## config.mk

```make
export PLATFORM = sky130hd
export DESIGN_NAME = lfu_page_replacement_unit
export DESIGN_NICKNAME = d
export VERILOG_FILES = /design/src/rtl/core/lfu_pkg.sv /design/src/rtl/core/lfu_page_replacement_unit.sv
export SDC_FILE = /design/constraint.sdc
export NUM_CORES = 1
export LEC_CHECK = 0
export BUFFER_PORTS_ARGS = -buffer_cell sky130_fd_sc_hd__buf_4
export CORE_UTILIZATION = 49
export DETAILED_ROUTE_END_ITERATION = 10
export GPL_TIMING_DRIVEN = 0
export PLACE_DENSITY = 0.65
export SLEW_MARGIN = 15
export SYNTH_ARGS = -nofsm -noshare
export SYNTH_HDL_FRONTEND = slang
export SYNTH_SLANG_ARGS = --single-unit
```

## constraint.sdc

```tcl
create_clock -name clk -period 8.87 [get_ports clk]
set_input_delay 1.3305 -clock clk [delete_from_list [all_inputs] [get_ports clk]]
set_output_delay 1.3305 -clock clk [all_outputs]
set_load 0.005 [all_outputs]
```

## src/rtl/core/lfu_pkg.sv

```systemverilog
`timescale 1ns / 1ps

package lfu_pkg;

  // Built frame table
  localparam int NUM_FRAMES  = 16;
  localparam int PAGE_BITS   = 16;
  localparam int FRAME_IDX_W = $clog2(NUM_FRAMES);
  localparam int FRAME_CNT_W = $clog2(NUM_FRAMES + 1);

  // Fixed field widths
  localparam int CFG_W       = 5;
  localparam int PAGE_W      = 16;
  localparam int SLOT_W      = 4;
  localparam int COUNT_W     = 16;
  localparam int TIME_W      = 32;
  localparam int FAULT_W     = 32;

  // Width holding both the register value and the built frame count
  localparam int MGD_W       = (FRAME_CNT_W > CFG_W) ? FRAME_CNT_W : CFG_W;

  localparam logic [CFG_W-1:0] FRAMES_IN_USE_RST = CFG_W'(4);

  typedef enum logic [1:0] {
    ST_IDLE,
    ST_SCAN,
    ST_UPDATE
  } lfu_state_t;

endpackage

```

## src/rtl/core/lfu_page_replacement_unit.sv

```systemverilog
`timescale 1ns / 1ps

// Each item is scanned over the managed frames m (1..16), then committed in
//   ST_UPDATE; a hit found at frame j ends the scan early.
// A new item is taken only once the last one is committed (back in ST_IDLE);
//   the frame scan reads one table entry per cycle through a single comparator.
// Reset (rst_n low, synchronous): frames invalid, fill pointer, time and fault
//   count zero, frames_in_use = 4; no clearing pass, ready right after reset.
module lfu_page_replacement_unit (
  input  logic                       clk,
  input  logic                       rst_n,
  // configuration: frames_in_use
  input  logic                       cfg_we,
  input  logic [lfu_pkg::CFG_W-1:0]  cfg_wdata,
  // reference items
  input  logic                       in_valid,
  output logic                       in_stall,
  input  logic [lfu_pkg::PAGE_W-1:0] in_page_number,
  // result items
  output logic                       out_valid,
  input  logic                       out_stall,
  output logic                       out_hit,
  output logic [lfu_pkg::SLOT_W-1:0] out_frame_slot,
  output logic                       out_evicted_valid,
  output logic [lfu_pkg::PAGE_W-1:0] out_evicted_page,
  output logic [lfu_pkg::FAULT_W-1:0] out_fault_total
);

  localparam int N   = lfu_pkg::NUM_FRAMES;
  localparam int IW  = lfu_pkg::FRAME_IDX_W;
  localparam int CW  = lfu_pkg::FRAME_CNT_W;
  localparam int MW  = lfu_pkg::MGD_W;
  localparam int PB  = lfu_pkg::PAGE_BITS;
  localparam int UW  = lfu_pkg::COUNT_W;
  localparam int TW  = lfu_pkg::TIME_W;
  localparam int FW  = lfu_pkg::FAULT_W;

  // ---------------------------------------------------------------------------
  // Frame table. Only read at the scan index; written at the chosen slot.
  // ---------------------------------------------------------------------------
  logic [PB-1:0] frame_page_r [N];
  logic [UW-1:0] use_count_r  [N];
  logic [TW-1:0] last_time_r  [N];
  logic [N-1:0]  frame_valid_r;

  logic [CW-1:0] fill_ptr_r,   fill_ptr_nxt;
  logic [TW-1:0] ref_time_r,   ref_time_nxt;
  logic [FW-1:0] fault_cnt_r,  fault_cnt_nxt;
  logic [lfu_pkg::CFG_W-1:0] cfg_frames_r;

  lfu_pkg::lfu_state_t state_r, state_nxt;

  // per-item working registers
  logic [PB-1:0] page_r,      page_nxt;
  logic [IW-1:0] idx_r,       idx_nxt;
  logic          hit_r,       hit_nxt;
  logic [IW-1:0] hit_slot_r,  hit_slot_nxt;
  logic [IW-1:0] best_idx_r,  best_idx_nxt;
  logic [UW-1:0] best_cnt_r,  best_cnt_nxt;   // also holds the hit frame's count
  logic [TW-1:0] best_time_r, best_time_nxt;
  logic [PB-1:0] best_page_r, best_page_nxt;

  // output register
  logic          out_valid_r, out_valid_nxt;
  logic          out_hit_r,   out_hit_nxt;
  logic [lfu_pkg::SLOT_W-1:0] out_slot_r, out_slot_nxt;
  logic          out_ev_valid_r, out_ev_valid_nxt;
  logic [lfu_pkg::PAGE_W-1:0] out_ev_page_r, out_ev_page_nxt;
  logic [FW-1:0] out_fault_r, out_fault_nxt;

  // ---------------------------------------------------------------------------
  // Managed frame count: zero acts as one, above the built count clamps.
  // ---------------------------------------------------------------------------
  logic [MW-1:0] cfg_ext;
  logic [MW-1:0] managed;

  assign cfg_ext = MW'(cfg_frames_r);

  always_comb begin
    priority if (cfg_ext == '0) begin
      managed = MW'(1);
    end else if (cfg_ext > MW'(N)) begin
      managed = MW'(N);
    end else begin
      managed = cfg_ext;
    end
  end

  // ---------------------------------------------------------------------------
  // Shared scan unit: one frame per cycle, hit match plus LFU/oldest compare.
  // ---------------------------------------------------------------------------
  logic          scan_hit;
  logic          scan_last;
  logic          scan_better;
  logic [UW-1:0] scan_cnt;
  logic [TW-1:0] scan_time;

  assign scan_cnt  = use_count_r[idx_r];
  assign scan_time = last_time_r[idx_r];
  assign scan_hit  = frame_valid_r[idx_r] && (frame_page_r[idx_r] == page_r);
  assign scan_last = (MW'(idx_r) + MW'(1)) == managed;
  assign scan_better = (idx_r == '0) || (scan_cnt < best_cnt_r) ||
                       ((scan_cnt == best_cnt_r) && (scan_time < best_time_r));

  // ---------------------------------------------------------------------------
  // Commit of one reference
  // ---------------------------------------------------------------------------
  logic          fill_case;
  logic          ev_valid;
  logic [IW-1:0] slot;
  logic          out_free;
  logic          commit;

  assign fill_case = MW'(fill_ptr_r) < managed;
  assign ev_valid  = !hit_r && !fill_case;   // eviction is reported only on a miss with a full table
  assign out_free  = !out_valid_r || !out_stall;
  assign commit    = (state_r == lfu_pkg::ST_UPDATE) && out_free;

  always_comb begin
    priority if (hit_r) begin
      slot = hit_slot_r;
    end else if (fill_case) begin
      slot = fill_ptr_r[IW-1:0];
    end else begin
      slot = best_idx_r;
    end
  end

  // ---------------------------------------------------------------------------
  // Sequencer
  // ---------------------------------------------------------------------------
  always_comb begin
    state_nxt        = state_r;
    page_nxt         = page_r;
    idx_nxt          = idx_r;
    hit_nxt          = hit_r;
    hit_slot_nxt     = hit_slot_r;
    best_idx_nxt     = best_idx_r;
    best_cnt_nxt     = best_cnt_r;
    best_time_nxt    = best_time_r;
    best_page_nxt    = best_page_r;
    fill_ptr_nxt     = fill_ptr_r;
    ref_time_nxt     = ref_time_r;
    fault_cnt_nxt    = fault_cnt_r;
    out_valid_nxt    = out_valid_r && out_stall;
    out_hit_nxt      = out_hit_r;
    out_slot_nxt     = out_slot_r;
    out_ev_valid_nxt = out_ev_valid_r;
    out_ev_page_nxt  = out_ev_page_r;
    out_fault_nxt    = out_fault_r;
    in_stall         = 1'b1;

    unique case (state_r)
      lfu_pkg::ST_IDLE: begin
        in_stall = 1'b0;
        if (in_valid) begin
          page_nxt  = PB'(in_page_number);
          idx_nxt   = '0;
          hit_nxt   = 1'b0;
          state_nxt = lfu_pkg::ST_SCAN;
        end
      end

      lfu_pkg::ST_SCAN: begin
        if (scan_hit) begin
          hit_nxt      = 1'b1;
          hit_slot_nxt = idx_r;
          best_cnt_nxt = scan_cnt;
          state_nxt    = lfu_pkg::ST_UPDATE;
        end else begin
          if (scan_better) begin
            best_idx_nxt  = idx_r;
            best_cnt_nxt  = scan_cnt;
            best_time_nxt = scan_time;
            best_page_nxt = frame_page_r[idx_r];
          end
          if (scan_last) begin
            state_nxt = lfu_pkg::ST_UPDATE;
          end else begin
            idx_nxt = idx_r + IW'(1);
          end
        end
      end

      lfu_pkg::ST_UPDATE: begin
        if (out_free) begin
          if (!hit_r) begin
            if (fill_case) begin
              fill_ptr_nxt = fill_ptr_r + CW'(1);
            end
            if (fault_cnt_r != '1) begin
              fault_cnt_nxt = fault_cnt_r + FW'(1);
            end
          end
          ref_time_nxt     = ref_time_r + TW'(1);
          out_valid_nxt    = 1'b1;
          out_hit_nxt      = hit_r;
          out_slot_nxt     = lfu_pkg::SLOT_W'(slot);
          out_ev_valid_nxt = ev_valid;
          out_ev_page_nxt  = ev_valid ? lfu_pkg::PAGE_W'(best_page_r) : '0;
          out_fault_nxt    = (!hit_r && (fault_cnt_r != '1)) ? fault_cnt_r + FW'(1)
                                                             : fault_cnt_r;
          state_nxt        = lfu_pkg::ST_IDLE;
        end
      end

      default: begin
        state_nxt = lfu_pkg::ST_IDLE;
      end
    endcase
  end

  // ---------------------------------------------------------------------------
  // Control registers
  // ---------------------------------------------------------------------------
  always_ff @(posedge clk) begin
    if (!rst_n) begin
      state_r       <= lfu_pkg::ST_IDLE;
      frame_valid_r <= '0;
      fill_ptr_r    <= '0;
      ref_time_r    <= '0;
      fault_cnt_r   <= '0;
      cfg_frames_r  <= lfu_pkg::FRAMES_IN_USE_RST;
      out_valid_r   <= 1'b0;
    end else begin
      state_r     <= state_nxt;
      fill_ptr_r  <= fill_ptr_nxt;
      ref_time_r  <= ref_time_nxt;
      fault_cnt_r <= fault_cnt_nxt;
      out_valid_r <= out_valid_nxt;
      if (cfg_we) begin
        cfg_frames_r <= cfg_wdata;
      end
      if (commit && !hit_r) begin
        frame_valid_r[slot] <= 1'b1;
      end
    end
  end

  // Payload and table contents
  always_ff @(posedge clk) begin
    page_r         <= page_nxt;
    idx_r          <= idx_nxt;
    hit_r          <= hit_nxt;
    hit_slot_r     <= hit_slot_nxt;
    best_idx_r     <= best_idx_nxt;
    best_cnt_r     <= best_cnt_nxt;
    best_time_r    <= best_time_nxt;
    best_page_r    <= best_page_nxt;
    out_hit_r      <= out_hit_nxt;
    out_slot_r     <= out_slot_nxt;
    out_ev_valid_r <= out_ev_valid_nxt;
    out_ev_page_r  <= out_ev_page_nxt;
    out_fault_r    <= out_fault_nxt;
    if (commit) begin
      last_time_r[slot] <= ref_time_r;
      if (hit_r) begin
        if (best_cnt_r != '1) begin
          use_count_r[slot] <= best_cnt_r + UW'(1);
        end
      end else begin
        frame_page_r[slot] <= page_r;
        use_count_r[slot]  <= UW'(1);
      end
    end
  end

  assign out_valid         = out_valid_r;
  assign out_hit           = out_hit_r;
  assign out_frame_slot    = out_slot_r;
  assign out_evicted_valid = out_ev_valid_r;
  assign out_evicted_page  = out_ev_page_r;
  assign out_fault_total   = out_fault_r;

  // ---------------------------------------------------------------------------
  // Assertions
  // ---------------------------------------------------------------------------
  a_evict_only_on_miss: assert property (@(posedge clk) disable iff (!rst_n)
    out_valid_r |-> !(out_ev_valid_r && out_hit_r))
    else $error("eviction reported on a hit");

  a_fill_ptr_bound: assert property (@(posedge clk) disable iff (!rst_n)
    fill_ptr_r <= CW'(N))
    else $error("fill pointer beyond frame table");

  a_scan_in_range: assert property (@(posedge clk) disable iff (!rst_n)
    (state_r == lfu_pkg::ST_SCAN) |-> (MW'(idx_r) < managed))
    else $error("scan index outside managed frames");

  a_fault_monotonic: assert property (@(posedge clk) disable iff (!rst_n)
    commit |=> (fault_cnt_r >= $past(fault_cnt_r)))
    else $error("fault count went down");

  a_slot_valid_after: assert property (@(posedge clk) disable iff (!rst_n)
    commit |=> frame_valid_r[$past(slot)])
    else $error("committed frame not marked valid");

endmodule

```

==> impl_summary.log <==
[metrics] top cells by area, synth: sky130_fd_sc_hd__edfxtp_1 (70%), sky130_fd_sc_hd__mux4_2 (14%), sky130_fd_sc_hd__dfxtp_1 (3.8%), sky130_fd_sc_hd__ha_1 (1.4%), sky130_fd_sc_hd__xnor2_1 (1.2%)
[metrics] number of pins exceeding their max-slew limit in the final report: 0
[metrics] crit start category: flop
[metrics] DRC marker count from the first detailed-route iteration: 2587
[metrics] buffer levels on the longest clock path: 3
[metrics] YS warnings: 0
[metrics] critical path class: flop to flop
[metrics] effective utilization at floorplan: 0.495
[metrics] placer's final routability congestion estimate: 0.893
[metrics] Most used DFF post-synth: sky130_fd_sc_hd__edfxtp_1
[metrics] RSZ-0062 raised after global routing: false
[metrics] register bit total from synthesis: 1268
[metrics] leading area contributor after synthesis: sky130_fd_sc_hd__edfxtp_1
[metrics] synthesized instance count: 2633
[metrics] ratio of final minimum period to clock period: 0.891
[metrics] post-CTS setup repair buffer count: 0
[metrics] via density per instance: 6.00
[metrics] remaining global-route overflow: 0
[metrics] CTS Hold Bufs: 0
[metrics] Data required, critical path: 9310 ps
[metrics] Mapped Area: 0.0505 mm^2
[metrics] total nets after synthesis: 2716
[metrics] synthesis-to-layout area growth: 15.7%
[metrics] detailed-routing iteration count for the pre-antenna-repair pass: 7
[metrics] clock root buffer: sky130_fd_sc_hd__clkbuf_16
[metrics] number of routed nets with antenna violations: 0
[metrics] Die Outline Area: around 0.10 mm^2
[metrics] top cells by instance count after synthesis: sky130_fd_sc_hd__edfxtp_1 (1171), sky130_fd_sc_hd__mux4_2 (305), sky130_fd_sc_hd__nor2_1 (150)
[metrics] result of the run: completed
[metrics] num rows: 117
[metrics] Global Route Usage Sum: 0.239
[metrics] Power Density: 256 mW/mm^2
[metrics] final routed wirelength across all metal layers: ~120 mm
[metrics] number of diodes: 0
[metrics] buffers added on ports: 80
[metrics] Die Width: 323 um
[metrics] Yosys cell types: 66
[metrics] Worst Tran Pin Value: about 1200 ps
[metrics] peak fanout along the critical path: 17
[metrics] clock skew after layout: 31.5 ps
[metrics] clock insertion delay at the later pin of the skew report: 750 ps
[metrics] CTS tree: built
[metrics] number of buffers added by the clock tree synthesis step: 133
[metrics] height of the die: 323 um
[metrics] worst-path cell chain: buf_6 -> buf_12 -> buf_6 -> buf_2 -> buf_1 -> clkbuf_1 -> clkbuf_1 -> mux4_2 -> mux4_2 -> ha_1 -> a21o_1 -> a21o_1 -> a211oi_1 -> o211ai_1 -> nor3_1 -> o2111ai_1 -> a21oi_4 -> buf_16 -> buf_16
[metrics] max cap viols: 0
[metrics] largest net degree at the start of global routing: 64
[metrics] count of buffer and inverter cells on the critical path: 9
[metrics] peak ir drop on the vdd network: 0.187 mV
[metrics] Worst Hold Class: flop to flop
[metrics] # IOs: a little over 80
[metrics] headroom to the max-slew limit: 0.192
[metrics] Post-Route Utilization: 0.573
[metrics] ys async rst share: 0
[metrics] worst slack at placement: 1070 ps
[metrics] clock slew at reported path FFs: around 60 ps
[metrics] achievable frequency: ~130 MHz
[metrics] largest stage delay on the critical path: 870 ps
[metrics] data arrival time at the worst-slack endpoint: 8340 ps
[metrics] gate family responsible for the most delay along the worst path: buffers and inverters
[metrics] Leakage: around 0.019 uW
[metrics] antenna violations before repair: 0
[metrics] Crit. End Element: flop
[metrics] number of flops mapped to enable cells by yosys: 1171
[metrics] shortest clock period the worst path allows after layout: 7900 ps
[metrics] wire length of the first global-routing pass: ~180 mm
[metrics] total via count in the routed design: 26200
[metrics] post-synthesis sequential area ratio: 0.735
[metrics] Sink Count: 1268
[metrics] H-tree depth: 4
[metrics] fraction of layout instances using a drive strength above 1: 0.247
[metrics] Power, Total: 14900 uW
[metrics] Synth top area share: 0.697
[metrics] post-cts gate resize count: 0
[metrics] synthesized area divided by synthesized cell count: roughly 19 um^2
[metrics] via count of the first global-routing pass: 26500
[metrics] cell at the slowest stage of the critical path: sky130_fd_sc_hd__clkbuf_1
[metrics] most common cell in the synthesized netlist: sky130_fd_sc_hd__edfxtp_1
[metrics] final setup margin: 969 ps
[metrics] Final TNS setup: 0 ps
[metrics] Hold Fails Final Rpt: 0
[metrics] post-detailed-route DRC marker count: 0
[metrics] standard cell core area: 0.102 mm^2
[metrics] number of nets in the final layout: 2972
[metrics] final setup violating endpoints: 0
[metrics] Post-DP HPWL: 80.7 mm
[metrics] routed wirelength normalized by instance count: 28.0 um
==> sequential cells by signal, indices dropped and copies added, names as in the netlist, named ones only <==
register and cells:
best_cnt_r 16, best_idx_r 4, best_page_r 16, best_time_r 32, cfg_ext 5, fault_cnt_r 32
fill_ptr_r 5, frame_page_r 256, frame_valid_r 16, hit_r 1, hit_slot_r 4, idx_r 4
last_time_r 512, out_evicted_page 16, out_evicted_valid 1, out_fault_total 32, out_frame_slot 4, out_hit 1
out_valid 1, page_r 16, ref_time_r 32, state_r 2, use_count_r 256
==> logic make-up after synthesis <==
group                    synth area share
AO/OA/AOI/OAI                      0.0198
XOR/XNOR                           0.0208
adder cells (fa/ha/maj)            0.0141
buffers and inverters              0.0162
flip-flops                          0.735
multiplexers                        0.147
AND/OR/NAND/NOR                    0.0469
==> cell type report <==
type,count,area [um^2]
plain buffers,112,574
repair buffers,121,1390
multi-input cells,1186,12900
flip-flops and latches,1268,37100
fillers,7547,43500
clock buffers,172,3660
inverters,67,254
well taps,1368,1710
clock inverters,70,736
==> worst paths after layout <==
kind              slack (ps)                 to  cells past startpoint              start
setup / recovery         970    best_time_r[22]                     19               flop
hold / removal           460  frame_valid_r[15]                      2  frame_valid_r[15]
hold reg to reg          460  frame_valid_r[15]                      2  frame_valid_r[15]
setup reg to reg         970    best_time_r[22]                     19               flop
==> tightest hold or removal path, stage by stage, from the launching register on <==
cell	delay (ps)
sky130_fd_sc_hd__dfxtp_1	320
sky130_fd_sc_hd__nand2_1	40
sky130_fd_sc_hd__o21ai_0	60
==> power breakdown <==
group / switching (uW) / internal [uW] / total (uW)
Clock: 2270 / 3330 / 5600
Sequential: 81.8 / 6780 / 6860
Combinational: 1470 / 988 / 2460
Total: 3820 / 11100 / 14900
==> through the flow <==
step	hold slack, ps	cell area (um^2)	instances
finish	456	58400	4364
global route	493	58400	4364
CTS	464	58300	4364
detailed placement	452	53900	4122
global placement	432	52800	4081
floorplan	420	50500	2633
==> layer usage <==
| layer | GRT usage | wire, um | vias up |
|---|---|---|---|
| met5 | 0 | 0 | - |
| met4 | 0.0787 | 3380 | 0 |
| met3 | 0.0378 | 7890 | 222 |
| met2 | 0.389 | 60300 | 1037 |
| met1 | 0.332 | 50800 | 13900 |
| li1 | - | - | 11100 |
==> cells in the final DEF (no fill, tap or decap), drive strengths merged, types with 8 or more instances in the layout <==
cell    instances
edfxtp       1171
mux4          305
clkbuf        239
buf           166
nor2          150
nand2         121
dfxtp          97
inv            73
xnor2          68
ha             57
o21ai          57
xor2           51
clkinv         49
mux2i          47
nand3          46
a21oi          44
nand4          32
and2           29
or3            21
nor3           20
a21o           17
and3           14
bufinv         14
nand2b         12
nor2b           9
a211oi          9
or2             8
Power figures use the tool's default switching activity.
